## config.mk

```make
export PLATFORM = sky130hd
export DESIGN_NAME = spd_ctrl
export DESIGN_NICKNAME = d
export VERILOG_FILES = /design/src/rtl/spd_pkg.sv /design/src/rtl/spd_ctrl.sv
export SDC_FILE = /design/constraint.sdc
export NUM_CORES = 1
export LEC_CHECK = 0
export BUFFER_PORTS_ARGS = -buffer_cell sky130_fd_sc_hd__buf_4
export CAP_MARGIN = 20
export CORE_ASPECT_RATIO = 0.6
export CORE_MARGIN = 5
export CORE_UTILIZATION = 25
export CTS_CLUSTER_SIZE = 14
export DETAILED_ROUTE_END_ITERATION = 8
export PLACE_DENSITY_LB_ADDON = 0.1
export SLEW_MARGIN = 30
export SYNTH_ARGS = -nofsm -noshare
export SYNTH_HDL_FRONTEND = slang
export SYNTH_SLANG_ARGS = --single-unit
```

## constraint.sdc

```tcl
create_clock -name clk -period 2 [get_ports clk]
set_clock_uncertainty 0.05 [all_clocks]
set_input_delay 0.2 -clock clk [delete_from_list [all_inputs] [get_ports clk]]
set_output_delay 0.2 -clock clk [all_outputs]
set_load 0.02 [all_outputs]
```

## src/rtl/spd_pkg.sv

```systemverilog
// shared command, status and code types for the sorted pair distance block
`timescale 1ns / 1ps

package spd_pkg;

	// index register operations
	typedef enum logic [2:0] {
		IDX_HOLD,
		IDX_SET0,
		IDX_SET1,
		IDX_INC,
		IDX_DEC,
		IDX_FROM_I
	} idx_op_t;

	// read address sources
	typedef enum logic [2:0] {
		RA_I,
		RA_JM1,
		RA_JM2,
		RA_J,
		RA_JP1
	} rd_addr_t;

	// sort write data sources
	typedef enum logic {
		WS_SHIFT,
		WS_KEY
	} wr_src_t;

	// controller to datapath commands
	typedef struct packed {
		logic     wr_load;
		logic     wr_sort;
		wr_src_t  wr_src;
		logic     sort_list;
		idx_op_t  i_op;
		idx_op_t  j_op;
		logic     left_re;
		rd_addr_t left_addr;
		logic     right_re;
		rd_addr_t right_addr;
		logic     key_ld;
		logic     acc_clr;
		logic     dist_acc;
		logic     mcnt_clr;
		logic     mcnt_inc;
		logic     mul_ld;
		logic     sim_acc;
		logic     prev_clr;
		logic     out_ld;
		logic     set_clr;
	} spd_cmd_t;

	// datapath to controller status
	typedef struct packed {
		logic i_ge_n;
		logic j_ge_n;
		logic j_is1;
		logic sort_gt;
		logic r_lt;
		logic r_eq;
		logic match_prev;
		logic out_free;
	} spd_status_t;

endpackage

```

## src/rtl/spd_ctrl.sv

```systemverilog
// controller: load, insertion sort of both lists, distance pass, similarity pass
`timescale 1ns / 1ps

module spd_ctrl
	import spd_pkg::*;
(
	input  logic        clk,
	input  logic        arst_n,
	input  logic        in_valid,
	input  logic        last_pair,
	output logic        in_stall,
	input  spd_status_t st,
	output spd_cmd_t    cmd
);

	typedef enum logic [13:0] {
		S_LOAD       = 14'b00000000000001,
		S_SORT_START = 14'b00000000000010,
		S_SORT_KEY   = 14'b00000000000100,
		S_SORT_LD    = 14'b00000000001000,
		S_SORT_CMP   = 14'b00000000010000,
		S_SORT_INS   = 14'b00000000100000,
		S_DIST_RD    = 14'b00000001000000,
		S_DIST_EV    = 14'b00000010000000,
		S_SIM_RD     = 14'b00000100000000,
		S_SIM_EV     = 14'b00001000000000,
		S_SIM_SCAN   = 14'b00010000000000,
		S_SIM_MUL    = 14'b00100000000000,
		S_SIM_ACC    = 14'b01000000000000,
		S_FINISH     = 14'b10000000000000
	} state_t;

	state_t state_q, state_d;
	logic   list_q, list_d;

	// state and list select registers
	always_ff @(posedge clk or negedge arst_n) begin
		if (!arst_n) begin
			state_q <= S_LOAD;
			list_q  <= 1'b0;
		end else begin
			state_q <= state_d;
			list_q  <= list_d;
		end
	end

	assign in_stall = (state_q != S_LOAD);

	// next state and commands
	always_comb begin
		state_d       = state_q;
		list_d        = list_q;
		cmd           = '0;
		cmd.wr_src    = WS_SHIFT;
		cmd.i_op      = IDX_HOLD;
		cmd.j_op      = IDX_HOLD;
		cmd.left_addr = RA_I;
		cmd.right_addr = RA_I;
		cmd.sort_list = list_q;
		unique case (state_q)
			S_LOAD: begin
				if (in_valid) begin
					cmd.wr_load = 1'b1;
					if (last_pair) begin
						cmd.acc_clr = 1'b1;
						list_d      = 1'b0;
						state_d     = S_SORT_START;
					end
				end
			end
			S_SORT_START: begin
				cmd.i_op = IDX_SET1;
				state_d  = S_SORT_KEY;
			end
			S_SORT_KEY: begin
				if (st.i_ge_n) begin
					if (!list_q) begin
						list_d  = 1'b1;
						state_d = S_SORT_START;
					end else begin
						cmd.i_op = IDX_SET0;
						state_d  = S_DIST_RD;
					end
				end else begin
					cmd.left_re  = !list_q;
					cmd.right_re = list_q;
					cmd.j_op     = IDX_FROM_I;
					state_d      = S_SORT_LD;
				end
			end
			S_SORT_LD: begin
				cmd.key_ld     = 1'b1;
				cmd.left_re    = !list_q;
				cmd.right_re   = list_q;
				cmd.left_addr  = RA_JM1;
				cmd.right_addr = RA_JM1;
				state_d        = S_SORT_CMP;
			end
			S_SORT_CMP: begin
				if (st.sort_gt) begin
					cmd.wr_sort = 1'b1;
					cmd.wr_src  = WS_SHIFT;
					cmd.j_op    = IDX_DEC;
					if (st.j_is1) begin
						state_d = S_SORT_INS;
					end else begin
						cmd.left_re    = !list_q;
						cmd.right_re   = list_q;
						cmd.left_addr  = RA_JM2;
						cmd.right_addr = RA_JM2;
					end
				end else begin
					state_d = S_SORT_INS;
				end
			end
			S_SORT_INS: begin
				cmd.wr_sort = 1'b1;
				cmd.wr_src  = WS_KEY;
				cmd.i_op    = IDX_INC;
				state_d     = S_SORT_KEY;
			end
			S_DIST_RD: begin
				if (st.i_ge_n) begin
					cmd.i_op     = IDX_SET0;
					cmd.j_op     = IDX_SET0;
					cmd.prev_clr = 1'b1;
					state_d      = S_SIM_RD;
				end else begin
					cmd.left_re  = 1'b1;
					cmd.right_re = 1'b1;
					state_d      = S_DIST_EV;
				end
			end
			S_DIST_EV: begin
				cmd.dist_acc = 1'b1;
				cmd.i_op     = IDX_INC;
				state_d      = S_DIST_RD;
			end
			S_SIM_RD: begin
				if (st.i_ge_n) begin
					state_d = S_FINISH;
				end else begin
					cmd.left_re    = 1'b1;
					cmd.right_re   = 1'b1;
					cmd.right_addr = RA_J;
					state_d        = S_SIM_EV;
				end
			end
			S_SIM_EV: begin
				if (st.match_prev) begin
					state_d = S_SIM_MUL;
				end else begin
					cmd.mcnt_clr = 1'b1;
					state_d      = S_SIM_SCAN;
				end
			end
			S_SIM_SCAN: begin
				priority if (!st.j_ge_n && st.r_lt) begin
					cmd.j_op       = IDX_INC;
					cmd.right_re   = 1'b1;
					cmd.right_addr = RA_JP1;
				end else if (!st.j_ge_n && st.r_eq) begin
					cmd.mcnt_inc   = 1'b1;
					cmd.j_op       = IDX_INC;
					cmd.right_re   = 1'b1;
					cmd.right_addr = RA_JP1;
				end else begin
					state_d = S_SIM_MUL;
				end
			end
			S_SIM_MUL: begin
				cmd.mul_ld = 1'b1;
				state_d    = S_SIM_ACC;
			end
			S_SIM_ACC: begin
				cmd.sim_acc = 1'b1;
				cmd.i_op    = IDX_INC;
				state_d     = S_SIM_RD;
			end
			S_FINISH: begin
				if (st.out_free) begin
					cmd.out_ld  = 1'b1;
					cmd.set_clr = 1'b1;
					state_d     = S_LOAD;
				end
			end
			default: begin
				state_d = S_LOAD;
			end
		endcase
	end

endmodule

```

==> results of run 1 <==
==> sequential cells by signal (all words and copies together) (netlist names) <==
signal / cells
state_q: 14
list_q: 1
==> per-layer routing <==
metal / share of wire / vias to the layer above
met2: 0.43 / 44
met1: 0.50 / 636
met4: 0.0049 / 0
met5: 0 / -
li1: - / 637
met3: 0.064 / 2
==> logic make-up (layout without fill, tap and decap cells) <==
group / Yosys count / in the layout / share of synthesized area
AND/OR/NAND/NOR: 81 / 81 / 0.4374
XOR/XNOR: 4 / 4 / 0.02995
multiplexers: 1 / 1 / 0.008556
AO/OA/AOI/OAI: 15 / 15 / 0.09305
other: 1 / 2 / 0.003205
buffers and inverters: 23 / 99 / 0.1059
flip-flops: 15 / 15 / 0.3219
==> worst max-delay path: stages, from the launching register on <==
cell	delay (ns)
dfrtp_1	0.42
nor4_4	0.38
and4b_2	0.38
nor3b_4	0.25
nand2_2	0.10
nand4_1	0.08
buf_4	0.14
==> timing repair <==
item / 4_1_cts / 5_1_grt
setup buffers: 15 / 7
hold buffers: 1 / 0
endpoints found under the hold margin: 15 / 0
endpoints found under the setup margin: 29 / 31
gates resized for setup: 49 / 32
pin swaps: 23 / 14
==> placed cells by master (no fill, tap or decap), drive strengths merged, types with 3 or more instances in the layout <==
cell type and n:
nor2 16, o21ai 7, nor4b 4, nor4 7, nor3b 3, and4b 3, nand2 19, buf 79
inv 15, clkbuf 3, or3 3, nand2b 3, dfrtp 14, nand3 9
==> where the power goes <==
part,internal (mW),switching (mW),total (mW),leakage [nW]
sequential,0.348,0.0521,0.400,0.201
clock,0.140,0.119,0.259,0.0217
combinational,0.564,0.529,1.09,0.889
total,1.05,0.700,1.75,1.11
==> Yosys cell counts, types with 2 or more instances <==
cell type  number  area (µm²)
nand3_1         7       35.03
and4b_1         3       30.03
dfrtp_1        14       350.3
nand2b_1        3       18.77
xor2_1          2       17.52
inv_1          14       52.55
nor2b_1         2       12.51
nor3_1          2       10.01
nor4_1          3       18.77
or3_4           2       22.52
nor4b_1         4       35.03
buf_2           2       10.01
buf_4           5       37.54
nor4_2          2       25.02
xnor2_1         2       17.52
nor3b_1         3       22.52
o22ai_1         2       12.51
nor2_1         16       60.06
nor4_4          2       42.54
nand4b_1        2       17.52
nand2_1        18       67.56
o21ai_0         6       30.03
nand3_2         2       20.02
==> metrics by stage <==
step                      setup WS, ns  utilization  setup TNS [ns]
final                          -0.2710       0.4800          -3.503
after global routing           -0.3539       0.4800          -5.996
after CTS                      -0.2080       0.4459          -2.783
after detailed placement      -0.06653       0.3624         -0.2250
after global placement        -0.06391       0.3624         -0.1857
after floorplan               -0.01912            -        -0.03319
==> final cells by class <==
type	count	share of cell area
sequential	15	0.1739
timing repair buffer	80	0.3197
multi-input combinational	103	0.4196
clock buffer	3	0.01894
tap	63	0.03617
inverter	15	0.02813
clock inverter	1	0.003444
==> final timing paths <==
| path | end | depth (start not counted) | slack (ns) | start |
|---|---|---|---|---|
| worst max register to register | state_q[1] | 7 | -0.09 | state_q[6] |
| worst min register to register | state_q[6] | 2 | 0.60 | list_q |
| max in group asynchronous | state_q[0] | 2 | 1.35 | arst_n |
| min in group asynchronous | state_q[7] | 2 | 0.29 | arst_n |
| worst max-delay path | cmd[21] | 6 | -0.27 | state_q[6] |
| worst min-delay path | state_q[7] | 2 | 0.14 | st[7] |
==> impl_metrics.tcl, run 1 <==
set metrics [dict create \
    synth_area_per_cell_um2 8.356 \
    met2_usage 0.2003 \
    cp.required_ns 1.75 \
    dpl.hpwl_um 3211 \
    synth-main-ff-cell "dfrtp_1" \
    vias 1319 \
    grt_max_degree 16 \
    fillCellCount 446 \
    synth-async-reset-ratio 1.000 \
    rsz0062_at_grt "true" \
    ys_ff_latch 15 \
    grt_pass1_wl_um 6982 \
    root_buffer "clkbuf_8" \
    gp_congestion 0.8062 \
    placed_cells 255 \
    wl_per_cell_um 15.28 \
    powerDensity_nw_per_um2 803.9 \
    fmax_ghz 0.4403 \
    multi_input_area_um2 914.6 \
    end_kind "output port" \
    drc 0 \
    yosysWarningCount 0 \
    clock-sinks 15 \
    finalHoldViolCount 0 \
    dr.pass1.iters 4 \
    hp-class "primary input to flip-flop" \
    ir_drop_mv 0.5368 \
    start_util 0.2576 \
    drv_cap 0 \
    coreArea_um2 4541 \
    fin_ws_ns -0.2710 \
    grt_usage 0.1382 \
    antenna_found_initial 0 \
    fin_crit_ns 2.271 \
    cp-start-kind "flip-flop" \
    die_h_um 62.99 \
    stdcell_count 280 \
    dpl_cell_area_um2 1645 \
    viasPerCell 4.711 \
    synth_cell_type_count 45 \
    io_buffers 38 \
    hold-worst-slack_ns 0.1353 \
    wirelength_um 4278 \
    grt_use_met1 0.2066 \
    synth_edf_count 0 \
    ios 41 \
    status "finished, violations left" \
    worstPathArrival_ns 2.02 \
    maxSlewViolCount 0 \
    ant_nets 0 \
    antenna_cells 0 \
    met3_usage 0.03790 \
    nets 230 \
    grt_overflow 0 \
    clk_latency_ns 0.26 \
    globalRoute.busiestLayer "met1" \
    cts_tree "done" \
    synth_seq_area_share 0.3219 \
    grt_pass1_vias 1319 \
    drive_gt1_frac 0.6359 \
    finalCritPeriodShare 1.136 \
    finalSetupViolCount 27 \
    violations "negative setup slack" \
    cts_buffer_depth 2 \
    cts_inserted_buffers 3 \
    final_cell_area_um2 2180 \
    p_total_mw 1.752 \
    fp-row-count 19 \
    syn_to_final_growth_pct 86.31 \
    die_w_um 98.31 \
    die-area_um2 6192 \
    regArea_um2 379.1 \
    crit_type "flip-flop to output port" \
    syn-cell-area_um2 1170 \
    critPathMaxFanout 5 \
    syn_inst 140 \
    p_leak_nw 1.112 \
    dr.first_iter.drc_count 54 \
    htree_levels 1 \
    clk_pin_slew_worst_paths_ns 0.07 \
]
Note: power is estimated with default switching activity, not from simulation.
==> inputs of run 2 (changes only) <==
--- a/config.mk
+++ b/config.mk
@@ -5,14 +5,15 @@
 export SDC_FILE = /design/constraint.sdc
 export NUM_CORES = 1
 export LEC_CHECK = 0
-export BUFFER_PORTS_ARGS = -buffer_cell sky130_fd_sc_hd__buf_4
 export CAP_MARGIN = 20
 export CORE_ASPECT_RATIO = 0.6
 export CORE_MARGIN = 5
 export CORE_UTILIZATION = 25
 export CTS_CLUSTER_SIZE = 14
 export DETAILED_ROUTE_END_ITERATION = 8
+export DONT_BUFFER_PORTS = 1
 export PLACE_DENSITY_LB_ADDON = 0.1
+export SETUP_SLACK_MARGIN = 0.15
 export SLEW_MARGIN = 30
 export SYNTH_ARGS = -nofsm -noshare
 export SYNTH_HDL_FRONTEND = slang
==> run 2 against run 1 <==
Net effect: the flow still finishes with violations (negative setup slack); power shrank 3.3%; largest power group unchanged; flip-flop and latch count unchanged; die area unchanged; first-iteration DRC count down 24%; critical path depth unchanged; combinational power down 5%.
==> impl_metrics.tcl, run 2 (synthesis results as in run 1) <==
set metrics [dict create \
    status "finished, violations left" \
    violations "negative setup slack" \
    vias 1206 \
    drv_cap 0 \
    switching_share 0.4115 \
    final_cell_mix "buf_4 (29), buf_6 (14), dfrtp_1 (13)" \
    drc 0 \
    hp-class "primary input to flip-flop" \
    hold_path_depth 2 \
    critPathMaxFanout 5 \
    ff2ff_setup_slack_ns -0.10 \
    largest_reg_flops 14 \
    layout_commonest_cell "buf_4" \
    fmax_ghz 0.4477 \
    rsz0062_at_grt "true" \
    worst_slew_pin_slew_ns 0.7237 \
    grt_max_degree 16 \
    power.net_switching_mw 0.6976 \
    slew_headroom 0.5160 \
    clk_pin_slew_worst_paths_ns 0.05 \
    io_buffers 0 \
    ant_nets 0 \
    placed_cells 226 \
    grt_pass1_vias 1248 \
    nets 196 \
    ff2ff_path_depth 9 \
    seqPwrFrac 0.245 \
    stdcell_count 246 \
    finalCritPeriodShare 1.117 \
    fin_crit_ns 2.234 \
    finalHoldViolCount 0 \
    reg_top3 "state_q x14, list_q x1" \
    multi_input_area_um2 988.4 \
    gp_congestion 0.8140 \
    cp-start-kind "flip-flop" \
    fin_util 0.4373 \
    die_w_um 98.31 \
    cp.required_ns 1.75 \
    die_h_um 62.99 \
    ir_drop_mv 0.4045 \
    hold-worst-slack_ns 0.08610 \
    coreArea_um2 4541 \
    grt_overflow 0 \
    finalSetupViolCount 25 \
    pre_cts_slack_ns -0.06176 \
    end_kind "output port" \
    start_util 0.2576 \
    wirelength_um 4094 \
    p_int_mw 0.9977 \
    clock-sinks 15 \
    antenna_found_initial 0 \
    fp-row-count 19 \
    htree_levels 1 \
    wl_per_cell_um 16.64 \
    syn_to_final_growth_pct 69.73 \
    cts_buffer_depth 2 \
    ios 41 \
    root_buffer "clkbuf_8" \
    cts_inserted_buffers 3 \
    dr.first_iter.drc_count 41 \
    top_register "state_q" \
    p_leak_nw 0.9614 \
    p_total_mw 1.695 \
    grt_pass1_wl_um 6341 \
    drive_gt1_frac 0.6066 \
    dr.pass1.iters 5 \
    grt_usage 0.1306 \
    fin_ws_ns -0.2337 \
    combPwrFrac 0.613 \
    powerDensity_nw_per_um2 853.8 \
    antenna_cells 0 \
    maxSlewViolCount 0 \
    cts_tree "done" \
    worstPathArrival_ns 1.98 \
    regArea_um2 377.9 \
    die-area_um2 6192 \
    crit_type "flip-flop to output port" \
    dpl.hpwl_um 3092 \
    fillCellCount 436 \
    viasPerCell 4.902 \
    clk_latency_ns 0.25 \
    p_clk_frac 0.142 \
]
==> run 2: final timing paths <==
kind,startpoint,end
worst max-delay path,state_q[8],cmd[21]
worst min-delay path,st[7],state_q[13]
worst max register to register,state_q[8],state_q[11]
worst min register to register,state_q[1],state_q[2]
max in group asynchronous,arst_n,state_q[4]
min in group asynchronous,arst_n,state_q[5]
==> run 2: power by group through the flow <==
| stage | Sequential, mW | Clock [mW] | Combinational, mW |
|---|---|---|---|
| after floorplan | 0.389 | 0 | 0.449 |
| after global placement | 0.418 | 0 | 0.621 |
| after detailed placement | 0.418 | 0 | 0.609 |
| after CTS | 0.413 | 0.250 | 0.813 |
| after global routing | 0.422 | 0.261 | 1.11 |
| final | 0.415 | 0.240 | 1.04 |
==> run 2: metal layers <==
layer	track usage	routed length [µm]	vias up
li1	-	-	573
met1	0.1737	1936	569
met2	0.1987	1713	54
met3	0.05463	364	10
met4	0.02555	81	0
met5	0	0	-
==> run 2: what timing repair did <==
action                     in CTS  in global routing
hold buffers                    2                  0
resized for setup              47                 41
hold endpoints to repair       16                  0
setup endpoints to repair      32                 36
buffers inserted                8                  6
pin swaps                      16                 15
==> run 2: area by class of cell <==
type | count | area share
clock buffer | 3 | 0.02079
clock inverter | 1 | 0.002520
inverter | 15 | 0.03970
multi-input combinational | 103 | 0.4978
sequential | 15 | 0.1903
tap | 63 | 0.03970
timing repair buffer | 46 | 0.2092
==> run 2: critical path: stages (launching register included) <==
cell     delay (ns)
dfrtp_1        0.41
nor4_2         0.25
buf_4          0.17
and4b_2        0.30
nor3b_4        0.23
nand2_2        0.11
nand4_1        0.26
==> run 2: metrics by stage <==
step / TNS [ns] / cell area (µm²)
after floorplan: -0.02869 / 1215
after global placement: -0.07210 / 1464
after detailed placement: -0.07358 / 1464
after CTS: -2.684 / 1750
after global routing: -6.403 / 1986
final: -2.874 / 1986
==> inputs of run 3 (changes only) <==
--- a/config.mk
+++ b/config.mk
@@ -7,7 +7,7 @@
 export LEC_CHECK = 0
 export CAP_MARGIN = 20
 export CORE_ASPECT_RATIO = 0.6
-export CORE_MARGIN = 5
+export CORE_MARGIN = 8
 export CORE_UTILIZATION = 25
 export CTS_CLUSTER_SIZE = 14
 export DETAILED_ROUTE_END_ITERATION = 8
==> run 3 against run 2 <==
Net effect: the run still ends with negative setup slack left; fmax down 0.16%; design area up 4.8%; via count increased by 4.7%; power shrank 2.5%; critical path type unchanged; routed wire length increased by 6.2%; first-iteration DRC count up 90%; clock power grew 5%; core utilization is 2.1 points higher.
==> impl_metrics.tcl, run 3 (synthesis results as in run 1) <==
set metrics [dict create \
    io_buffers 0 \
    syn_to_final_growth_pct 77.86 \
    grt_overflow 0 \
    cp-start-kind "flip-flop" \
    die_w_um 104.3 \
    rsz0062_at_grt "true" \
    cts_buffer_depth 2 \
    worst_slew_pin_slew_ns 0.7200 \
    maxSlewViolCount 0 \
    nets 206 \
    ant_nets 0 \
    ir_drop_mv 0.5110 \
    dpl.hpwl_um 3174 \
    htree_levels 1 \
    fmax_ghz 0.4470 \
    wl_per_cell_um 16.98 \
    worstPathArrival_ns 1.99 \
    root_buffer "clkbuf_8" \
    ios 41 \
    reg_top3 "state_q x14, list_q x1" \
    antenna_found_initial 0 \
    max_stage_delay_ns 0.45 \
    dr.pass1.iters 4 \
    cp_top_family "simple AND/OR/NAND/NOR gates" \
    slew_headroom 0.5184 \
    vias 1263 \
    clock-sinks 15 \
    cts_tree "done" \
    violations "negative setup slack" \
    clk_pin_slew_worst_paths_ns 0.07 \
    viasPerCell 4.934 \
    gp_congestion 0.8085 \
    start_util 0.2576 \
    finalHoldViolCount 0 \
    top_register "state_q" \
    finalCritPeriodShare 1.119 \
    grt_max_degree 16 \
    fin_ws_ns -0.2373 \
    antenna_cells 0 \
    finalSetupViolCount 27 \
    coreArea_um2 4541 \
    dr.first_iter.drc_count 78 \
    drv_cap 0 \
    fp-row-count 19 \
    largest_reg_flops 14 \
    hp-class "primary input to flip-flop" \
    fin_crit_ns 2.237 \
    hold-worst-slack_ns 0.07498 \
    critPathMaxFanout 4 \
    cp_slowest_cell "dfrtp_2" \
    cp.required_ns 1.75 \
    grt_usage 0.1207 \
    die_h_um 68.99 \
    wirelength_um 4348 \
    fin_util 0.4583 \
    path_cells "nor4_4 > buf_4 > buf_6 > nand3_4 > or3_4 > inv_4 > a211o_4" \
    crit_type "flip-flop to output port" \
    end_kind "output port" \
    grt_pass1_vias 1264 \
    critical_path_buf_inv_count 3 \
    powerDensity_nw_per_um2 794.3 \
    die-area_um2 7196 \
    drc 0 \
    p_leak_nw 1.005 \
    cts_inserted_buffers 3 \
    status "finished, violations left" \
    layout_commonest_cell "buf_4" \
    final_cell_mix "buf_4 (34), buf_6 (18), dfrtp_1 (11)" \
    grt_pass1_wl_um 6644 \
    drive_gt1_frac 0.6114 \
    clk_latency_ns 0.25 \
]
## run 3: final cells by class
class | count | area (µm²)
well taps | 63 | 78.83
repair buffers | 56 | 518.0
clock buffers | 4 | 45.04
inverters | 15 | 76.32
multi-input cells | 103 | 982.2
fillers | 425 | 2460
flip-flops and latches | 15 | 380.4
## run 3: repair_timing
action | CTS | global route
hold endpoints to repair | 16 | 0
cloned | 0 | 0
gates resized for setup | 67 | 22
setup buffers | 15 | 12
hold buffers | 2 | 0
pin swaps | 21 | 21
endpoints found under the setup margin | 32 | 32
## run 3: path summary, 6_finish.rpt
kind / from / end / slack, ns / depth (start not counted)
max: state_q[4] / cmd[13] / -0.24 / 7
min reg2reg: state_q[1] / state_q[2] / 0.68 / 4
min in group asynchronous: arst_n / state_q[7] / 0.40 / 1
max reg2reg: state_q[4] / state_q[11] / -0.21 / 10
min: st[7] / state_q[13] / 0.07 / 2
max in group asynchronous: arst_n / state_q[1] / 1.00 / 1
## run 3: where the power goes
part           switching, mW  total, mW  internal [mW]
Combinational          0.509      0.984          0.475
Sequential            0.0655      0.415          0.350
Clock                  0.112      0.253          0.141
## run 3: metrics by stage
| stage | setup TNS [ns] | std cells | power [mW] | cell area, µm² | setup WS, ns |
|---|---|---|---|---|---|
| 2_1_floorplan | -0.02869 | 141 | 0.8378 | 1215 | -0.01459 |
| 3_3_place_gp | -0.02148 | 223 | 1.019 | 1441 | -0.02148 |
| 3_5_place_dp | -0.08078 | 223 | 1.010 | 1441 | -0.08078 |
| 4_1_cts | -2.221 | 244 | 1.458 | 1881 | -0.2267 |
| 5_1_grt | -5.275 | 256 | 1.741 | 2081 | -0.2978 |
| 6_report | -3.468 | 256 | 1.653 | 2081 | -0.2373 |
## run 3: metal layers
layer | share of wire | vias up | track usage | wire length (µm)
li1 | - | 589 | - | -
met1 | 0.50 | 618 | 0.1710 | 2174
met2 | 0.39 | 54 | 0.1659 | 1706
met3 | 0.099 | 2 | 0.04174 | 431
met4 | 0.0080 | 0 | 0.03757 | 35
met5 | 0 | - | 0 | 0
## run 3: worst reg2reg max path, cell delays in order (launching register included)
cell and delay, ns:
dfrtp_2 0.45, nor4_4 0.34, buf_4 0.19, buf_6 0.09
nand3_4 0.06, or3_4 0.39, buf_4 0.16, buf_6 0.10
buf_6 0.11, o2111ai_4 0.08, nor2_1 0.06
